$ cat src/lfo_auto_panner_top_defines.svh
// assertion macros for the auto-panner
`ifndef LFO_AUTO_PANNER_TOP_DEFINES_SVH
`define LFO_AUTO_PANNER_TOP_DEFINES_SVH
`ifndef SYNTHESIS
`define LAP_ASSERT_IMPL(label, clk, rst, ante, cons) \
   label: assert property (@(posedge clk) disable iff (rst) (ante) |-> (cons)) \
      else $error("assertion failed");
`define LAP_ASSERT_NEXT(label, clk, rst, ante, cons) \
   label: assert property (@(posedge clk) disable iff (rst) (ante) |=> (cons)) \
      else $error("assertion failed");
`else
`define LAP_ASSERT_IMPL(label, clk, rst, ante, cons)
`define LAP_ASSERT_NEXT(label, clk, rst, ante, cons)
`endif
`endif

$ cat src/lap_pkg.sv
package lap_pkg;
   localparam int SineTableDepth = 256;
   localparam int TabBits = $clog2(SineTableDepth);
   localparam logic signed [18:0] ONE_Q16 = 19'sd65536;

   typedef enum logic [2:0] {
      CSR_PHASE_STEP = 3'd0,
      CSR_PAN_DEPTH  = 3'd1,
      CSR_PAN_CENTER = 3'd2,
      CSR_PAN_WIDTH  = 3'd3,
      CSR_WAVEFORM   = 3'd4,
      CSR_PHASE_OFS  = 3'd5,
      CSR_SMOOTH     = 3'd6,
      CSR_FADE_LEN   = 3'd7
   } csr_index_type;

   typedef struct packed {
      logic signed [23:0] left_sample;
      logic signed [23:0] right_sample;
      logic               first_of_frame;
   } req_payload_type;

   typedef struct packed {
      logic signed [23:0] left_out;
      logic signed [23:0] right_out;
   } rsp_payload_type;

   typedef enum logic [4:0] {
      ST_IDLE, ST_PREP, ST_DIV_GO, ST_DIV_WAIT, ST_GATE, ST_LFO, ST_LFO_W, ST_PAN,
      ST_PAN_CLAMP, ST_SIN_A, ST_SIN_B, ST_COS_A, ST_COS_B, ST_TL, ST_TR,
      ST_SL, ST_SR, ST_GL, ST_GR, ST_OUT_L, ST_OUT_R, ST_DONE
   } state_type;

   typedef struct packed {
      logic load_req;
      logic prep;
      logic div_start;
      state_type step;
   } cmd_type;

   typedef struct packed {
      logic first;
      logic div_busy;
      logic rsp_full;
   } status_type;

   // series sine rounded to Q16 for i*(pi/2)/depth
   function automatic logic [16:0] series_sine(input logic [63:0] x);
      logic [63:0] x2, term;
      logic signed [63:0] sum;
      logic [63:0] r;
      x2 = (x * x) >> 30;
      term = x;
      sum = $signed(x);
      for (int k = 1; k <= 7; k++) begin
         term = ((term * x2) >> 30) / 64'((2 * k) * (2 * k + 1));
         if (k % 2 == 1) sum = sum - $signed(term);
         else sum = sum + $signed(term);
      end
      if (sum < 0) sum = 0;
      r = (64'(sum) + 64'd8192) >> 14;
      return (r > 64'd65536) ? 17'd65536 : r[16:0];
   endfunction

   function automatic logic [16:0] quarter_entry(input logic [TabBits:0] i);
      return series_sine(64'd1686629713 * 64'(i) / 64'(SineTableDepth));
   endfunction
endpackage

$ cat src/lap_ctrl.sv
// sequencer for one pair
module lap_ctrl (
   input  logic                clock,
   input  logic                reset,
   input  logic                req_valid,
   output logic                req_stall,
   input  lap_pkg::status_type status,
   output lap_pkg::cmd_type    cmd
);
   import lap_pkg::*;
   state_type state_ff, state_in;

   // next state
   always_comb begin
      state_in = state_ff;
      case (state_ff)
         ST_IDLE:      if (req_valid) state_in = ST_PREP;
         ST_PREP:      state_in = status.first ? ST_DIV_GO : ST_DONE;
         ST_DIV_GO:    state_in = ST_DIV_WAIT;
         ST_DIV_WAIT:  if (!status.div_busy) state_in = ST_GATE;
         ST_GATE:      state_in = ST_LFO;
         ST_LFO:       state_in = ST_LFO_W;
         ST_LFO_W:     state_in = ST_PAN;
         ST_PAN:       state_in = ST_PAN_CLAMP;
         ST_PAN_CLAMP: state_in = ST_SIN_A;
         ST_SIN_A:     state_in = ST_SIN_B;
         ST_SIN_B:     state_in = ST_COS_A;
         ST_COS_A:     state_in = ST_COS_B;
         ST_COS_B:     state_in = ST_TL;
         ST_TL:        state_in = ST_TR;
         ST_TR:        state_in = ST_SL;
         ST_SL:        state_in = ST_SR;
         ST_SR:        state_in = ST_GL;
         ST_GL:        state_in = ST_GR;
         ST_GR:        state_in = ST_DONE;
         // wait until the previous result beat has left
         ST_DONE:      if (!status.rsp_full) state_in = ST_OUT_L;
         ST_OUT_L:     state_in = ST_OUT_R;
         ST_OUT_R:     state_in = ST_IDLE;
         default:      state_in = ST_IDLE;
      endcase
   end

   // outputs
   always_comb begin
      cmd.load_req  = (state_ff == ST_IDLE) && req_valid;
      cmd.prep      = (state_ff == ST_PREP) && status.first;
      cmd.div_start = (state_ff == ST_DIV_GO);
      cmd.step      = state_ff;
      req_stall     = (state_ff != ST_IDLE);
   end

   always_ff @(posedge clock) begin
      if (reset) state_ff <= ST_IDLE;
      else state_ff <= state_in;
   end
endmodule

$ cat config.mk
export PLATFORM = sky130hd
export DESIGN_NAME = lap_ctrl
export DESIGN_NICKNAME = d
export VERILOG_FILES = /design/src/lfo_auto_panner_top_defines.svh /design/src/lap_pkg.sv /design/src/lap_ctrl.sv
export SDC_FILE = /design/constraint.sdc
export NUM_CORES = 1
export LEC_CHECK = 0
export BUFFER_PORTS_ARGS = -buffer_cell sky130_fd_sc_hd__buf_2
export CAP_MARGIN = 40
export CORE_AREA = 3 3 40 42
export DETAILED_ROUTE_END_ITERATION = 7
export DIE_AREA = 0 0 43 45
export PLACE_DENSITY = 0.5
export SLEW_MARGIN = 20
export SYNTH_ARGS = -nofsm -noshare
export SYNTH_HDL_FRONTEND = slang
export SYNTH_SLANG_ARGS = --single-unit
$ cat constraint.sdc
create_clock -name clock -period 1.86 [get_ports clock]
set_clock_uncertainty 0.2 [all_clocks]
set_input_delay 0.186 -clock clock [delete_from_list [all_inputs] [get_ports clock]]
set_output_delay 0.186 -clock clock [all_outputs]
set_load 0.05 [all_outputs]
==> results.sh, run 1 <==
export IMPL_finalHoldViolCount=0
export IMPL_switching_share=0.522
export IMPL_arrival_ps=1560
export IMPL_yosys_area_top_type="dfxtp_1"
export IMPL_dp_hpwl_um=792
export IMPL_initial_core_util=0.313
export IMPL_drt_iter0_drc=5
export IMPL_slew_headroom=0.825
export IMPL_whs_ps=107
export IMPL_r2r_end="state_ff[0]"
export IMPL_yosys_top_cells_count="buf_2, dfxtp_1, nor3_1"
export IMPL_yosysWarningCount=0
export IMPL_worstHoldPathType="primary input to register"
export IMPL_ios=15
export IMPL_drive_above_1_share=0.438
export IMPL_setup_worst_path_end="cmd[7]"
export IMPL_synth_edf_count=0
export IMPL_grt_pass1_wl_um=1910
export IMPL_leakagePower_nw=0.246
export IMPL_synth_fp_nets=60
export IMPL_path_class="register to output pin"
export IMPL_worstPathRequired_ps=1470
export IMPL_clk_latency_ps=240
export IMPL_failed_checks="setup timing"
export IMPL_tightest_slew_ps=261
export IMPL_gp_congestion=0.766
export IMPL_grt_overflow_total=0
export IMPL_drtAntennaViolNets=0
export IMPL_clkPwrFrac=0.136
export IMPL_final_cell_area_um2=593
export IMPL_diodes=0
export IMPL_async_reset_ff_frac=0
export IMPL_syn_to_final_growth_pct=47.7
export IMPL_cts_root_buffer="clkbuf_4"
export IMPL_grt_setup_unrepaired="true"
export IMPL_vias=463
export IMPL_ir_worst_vdd_mv=0.486
export IMPL_endpoint_kind="output pin"
export IMPL_ctsLongestPathBuffers=2
export IMPL_yosysUniqueCellTypes=28
export IMPL_finalSetupViolCount=2
export IMPL_ys_seq_area_frac=0.249
export IMPL_fin_nets=80
export IMPL_place_area_um2=533
export IMPL_register_area_um2=110
export IMPL_reg2reg_from="state_ff[0]"
export IMPL_die_h_um=45
export IMPL_antenna_found_initial=0
export IMPL_core_rowCount=13
export IMPL_grt_max_degree=18
export IMPL_rr_worst_depth=5
export IMPL_regMostFlops="state_ff"
export IMPL_outcome="finished with violations"
export IMPL_grt_usage=0.130
export IMPL_combPwrFrac=0.677
export IMPL_yosysTopAreaCellShare=0.249
export IMPL_finalMaxSlewViolations=0
export IMPL_netlist_area_um2=402
export IMPL_grt_pass1_vias=446
export IMPL_dieArea_um2=1940
export IMPL_switchingPower_mw=0.486
export IMPL_power_frac_seq=0.187
export IMPL_ys_ff_latch=5
export IMPL_internal_power_mw=0.446
export IMPL_htreeDepth=1
export IMPL_fmax_ghz=0.515
export IMPL_cellPowerDensity_nw_per_um2=1570
export IMPL_cts_tree="done"
export IMPL_coreArea_um2=1280
export IMPL_crit_path_start_kind="register"
export IMPL_viasPerCell=5.26
export IMPL_avgRoutedWirePerCell_um=12.7
export IMPL_fin_crit_sh=1.04
export IMPL_ff2ff_setup_slack_ps=280
export IMPL_die_w_um=43
export IMPL_multi_input_area_um2=298
export IMPL_yosys_top_cells_area="dfxtp_1, buf_2, nor3_1"
export IMPL_largest_reg_flops=5
export IMPL_setup_slack_ps=-82.6
export IMPL_fillers=129
export IMPL_synth_flop_cell="dfxtp_1"
export IMPL_path_clk_slew_ps=40
export IMPL_first_pass_iters=4
export IMPL_syn_instance_count=54
export IMPL_post_route_min_period_ps=1940
export IMPL_top_regs="state_ff: 5 flops"
export IMPL_clkSinkCount=5
export IMPL_cp_max_fo=2
export IMPL_startpoint="state_ff[2]"
export IMPL_routed_wl_um=1110
export IMPL_drc=0
export IMPL_max_cap_violations=0
export IMPL_portBuffers=14
export IMPL_cts_buffers_inserted=3
export IMPL_syn_avg_cell_area_um2=7.44
-- layer usage --
metal  routed length (um)  track usage  up-vias
met3                   50       0.0239        0
met1                  542        0.171      211
met4                    0       0.0723        0
met5                    0            0        -
li1                     -            -      238
met2                  520        0.201       14
-- how the worst min path moves through the flow --
stage,startpoint,end,slack (ps),depth (start not counted)
4_1_cts,status[1],state_ff[0],110,3
6_report,status[1],state_ff[0],110,3
2_1_floorplan,reset,state_ff[2],50,1
3_5_place_dp,reset,state_ff[2],210,2
3_3_place_gp,reset,state_ff[2],220,2
5_1_grt,status[1],state_ff[0],110,3
-- through the flow --
step                      setup slack (ps)  utilization  instances  setup TNS [ps]  total power [mW]
after detailed placement              37.5        0.415         83               0             0.775
after CTS                             -104        0.452         88            -187             0.914
after global placement                41.4        0.415         83               0             0.778
after floorplan                       -127            -         54            -127             0.643
final                                -82.6        0.462         88            -144             0.932
after global routing                  -135        0.462         88            -248              1.00
-- power by group through the flow --
stage	combinational (mW)	clock, mW	sequential [mW]
5_1_grt	0.679	0.143	0.178
3_5_place_dp	0.599	0	0.175
3_3_place_gp	0.603	0	0.174
6_report	0.631	0.126	0.174
2_1_floorplan	0.390	0	0.254
4_1_cts	0.617	0.124	0.173
-- placed cells by master (no fill, tap or decap) --
cell type and count:
dfxtp_2 2, nor2_4 1, o21ba_2 1, clkbuf_4 4, nand2_1 3, a31oi_1 1, dfxtp_1 1, o211ai_1 1
a211o_1 1, buf_4 6, dlygate4sd3_1 1, o31ai_1 2, a21oi_1 3, a211oi_1 2, a22oi_1 1, buf_2 11
nor2_1 2, xor2_1 1, o21a_1 1, dfxtp_4 2, o32ai_1 1, nand2b_1 2, nand3_1 2, buf_6 1
clkbuf_1 1, nor3_4 2, nor4_1 2, inv_1 3, nor3_1 2, a2bb2oi_1 2, nor2b_1 2, nand4b_1 1
or3_4 2, nand4_1 2, and3_1 1
-- what timing repair did --
action,CTS,global route
setup buffers,0,0
setup endpoints to repair,3,4
hold endpoints to repair,5,0
resized for setup,3,5
hold buffers,1,0
gates cloned,0,0
pin swaps,3,1
-- layout make-up --
cell class,instances,area share
clock buffers,4,0.0443
inverters,3,0.0190
multi-input cells,41,0.502
flip-flops and latches,5,0.186
well taps,15,0.0316
repair buffers,20,0.217
-- kinds of logic after synthesis --
kind of cell,count (synthesis),share of synthesized area
simple gates,24,0.343
flops,5,0.249
compound gates,16,0.296
xor+xnor,1,0.0218
buf+inv,8,0.0903
-- worst max-delay path, stage by stage (launching register included) --
cell and delay [ps]:
dfxtp_4 330, or3_4 360, or3_4 380, nor2_4 90, buf_6 160
Note: power is estimated with default switching activity, not from simulation.
==> run 2: changes to the inputs <==
--- a/constraint.sdc
+++ b/constraint.sdc
@@ -4,2 +4,2 @@
 set_output_delay 0.186 -clock clock [all_outputs]
-set_load 0.05 [all_outputs]
+set_load 0.1 [all_outputs]
==> results.sh, run 2 (same netlist as run 1, synthesis figures left out) <==
export IMPL_fin_crit_sh=1.06
export IMPL_drc=0
export IMPL_regMostFlops="state_ff"
export IMPL_viasPerCell=5.56
export IMPL_syn_to_final_growth_pct=57.0
export IMPL_htreeDepth=1
export IMPL_ios=15
export IMPL_cts_root_buffer="clkbuf_4"
export IMPL_dieArea_um2=1940
export IMPL_path_class="register to output pin"
export IMPL_use_met3=0.0159
export IMPL_drive_above_1_share=0.472
export IMPL_vias=484
export IMPL_arrival_ps=1590
export IMPL_reg2reg_from="state_ff[2]"
export IMPL_grt_usage=0.128
export IMPL_power_mw=1.19
export IMPL_grt_pass1_wl_um=1890
export IMPL_clkPwrFrac=0.106
export IMPL_finalMaxSlewViolations=0
export IMPL_layout_common_cells="buf_2, buf_4, dfxtp_4"
export IMPL_slowest_stage="or3_4"
export IMPL_final_cells=87
export IMPL_fin_nets=79
export IMPL_fillers=128
export IMPL_placed_cells_incl_taps=81
export IMPL_first_pass_iters=4
export IMPL_met1_usage=0.157
export IMPL_outcome="finished with violations"
export IMPL_min_delay_start="status[1]"
export IMPL_cellPowerDensity_nw_per_um2=1890
export IMPL_gp_congestion=0.719
export IMPL_grt_setup_unrepaired="true"
export IMPL_internal_power_mw=0.488
export IMPL_drt_iter0_drc=9
export IMPL_max_cap_violations=0
export IMPL_startpoint="state_ff[4]"
export IMPL_core_rowCount=13
export IMPL_endpoint_kind="output pin"
export IMPL_use_met2=0.225
export IMPL_die_w_um=43
export IMPL_cp_max_fo=2
export IMPL_path_cells="or3_4, or3_4, nor2_4, buf_12"
export IMPL_worstHoldPathType="primary input to register"
export IMPL_final_common_cell="buf_2"
export IMPL_worstPathRequired_ps=1470
export IMPL_power_frac_seq=0.168
export IMPL_fmax_ghz=0.507
export IMPL_post_route_min_period_ps=1970
export IMPL_antenna_found_initial=0
export IMPL_dp_hpwl_um=774
export IMPL_cts_tree="done"
export IMPL_switchingPower_mw=0.706
export IMPL_grt_busiest_layer="met2"
export IMPL_grt_pass1_vias=434
export IMPL_grt_overflow_total=0
export IMPL_initial_core_util=0.313
export IMPL_switching_share=0.592
export IMPL_cpPeakStageDelay_ps=380
export IMPL_grt_max_degree=18
export IMPL_crit_path_start_kind="register"
export IMPL_finalSetupViolCount=2
export IMPL_top_regs="state_ff: 5 flops"
export IMPL_leakagePower_nw=0.254
export IMPL_setup_slack_ps=-112
export IMPL_largest_reg_flops=5
export IMPL_die_h_um=45
export IMPL_avgRoutedWirePerCell_um=12.7
export IMPL_diodes=0
export IMPL_whs_ps=93.3
export IMPL_failed_checks="setup timing"
export IMPL_ir_worst_vdd_mv=0.656
export IMPL_portBuffers=14
export IMPL_combPwrFrac=0.725
export IMPL_clk_latency_ps=250
export IMPL_finalHoldViolCount=0
export IMPL_coreArea_um2=1280
export IMPL_routed_wl_um=1100
export IMPL_slew_headroom=0.678
export IMPL_drtAntennaViolNets=0
export IMPL_utilization=0.491
export IMPL_cpMostUsedCell="or3_4"
export IMPL_ctsLongestPathBuffers=2
export IMPL_cts_buffers_inserted=3
export IMPL_tightest_slew_ps=486
export IMPL_path_clk_slew_ps=50
export IMPL_clkSinkCount=5
==> run 2: through the flow <==
stage	setup TNS (ps)	worst slack, ps	cell area, um^2
final	-183	-112	631
after floorplan	-778	-483	438
after global routing	-268	-159	631
after global placement	0	61.5	569
after detailed placement	0	59.4	569
after CTS	-198	-120	622
==> run 2: power by group through the flow <==
stage / registers, mW / logic, mW / clock network [mW]
5_1_grt: 0.211 / 0.909 / 0.137
3_5_place_dp: 0.200 / 0.834 / 0
4_1_cts: 0.198 / 0.862 / 0.129
3_3_place_gp: 0.199 / 0.832 / 0
6_report: 0.201 / 0.866 / 0.127
2_1_floorplan: 0.353 / 0.512 / 0
==> run 2: path summary, 6_finish.rpt <==
path	to	slack, ps	cells after the start
max	cmd[7]	-110	4
max reg2reg	state_ff[0]	340	5
min	state_ff[0]	90	3
min reg2reg	state_ff[3]	440	2
==> run 2: final cells by class <==
class / count / area, um^2 / area share
Clock inverter: 1 / 5.00 / 0.00794
Sequential cell: 5 / 116 / 0.185
Timing Repair Buffer: 19 / 158 / 0.250
Tap cell: 15 / 18.8 / 0.0298
Clock buffer: 3 / 22.5 / 0.0357
Inverter: 3 / 11.3 / 0.0179
Multi-Input combinational cell: 41 / 299 / 0.474
==> run 2: per-layer routing <==
layer  wire length (um)  up-vias
met3                 51        4
met2                533       15
li1                   -      240
met5                  0        -
met4                 27        0
met1                491      225
==> run 2: worst max-delay path: cells and delay by family, from the launching register on <==
| kind | cells | cell delay, ps |
|---|---|---|
| simple gates | 3 | 840 |
| flops | 1 | 330 |
| buf+inv | 1 | 180 |
==> run 2: timing repair <==
item,4_1_cts,5_1_grt
buffers inserted,1,0
hold buffers,1,0
hold endpoints to repair,5,0
gates cloned,0,0
setup endpoints to repair,3,3
resized for setup,2,2
pin swaps,4,0
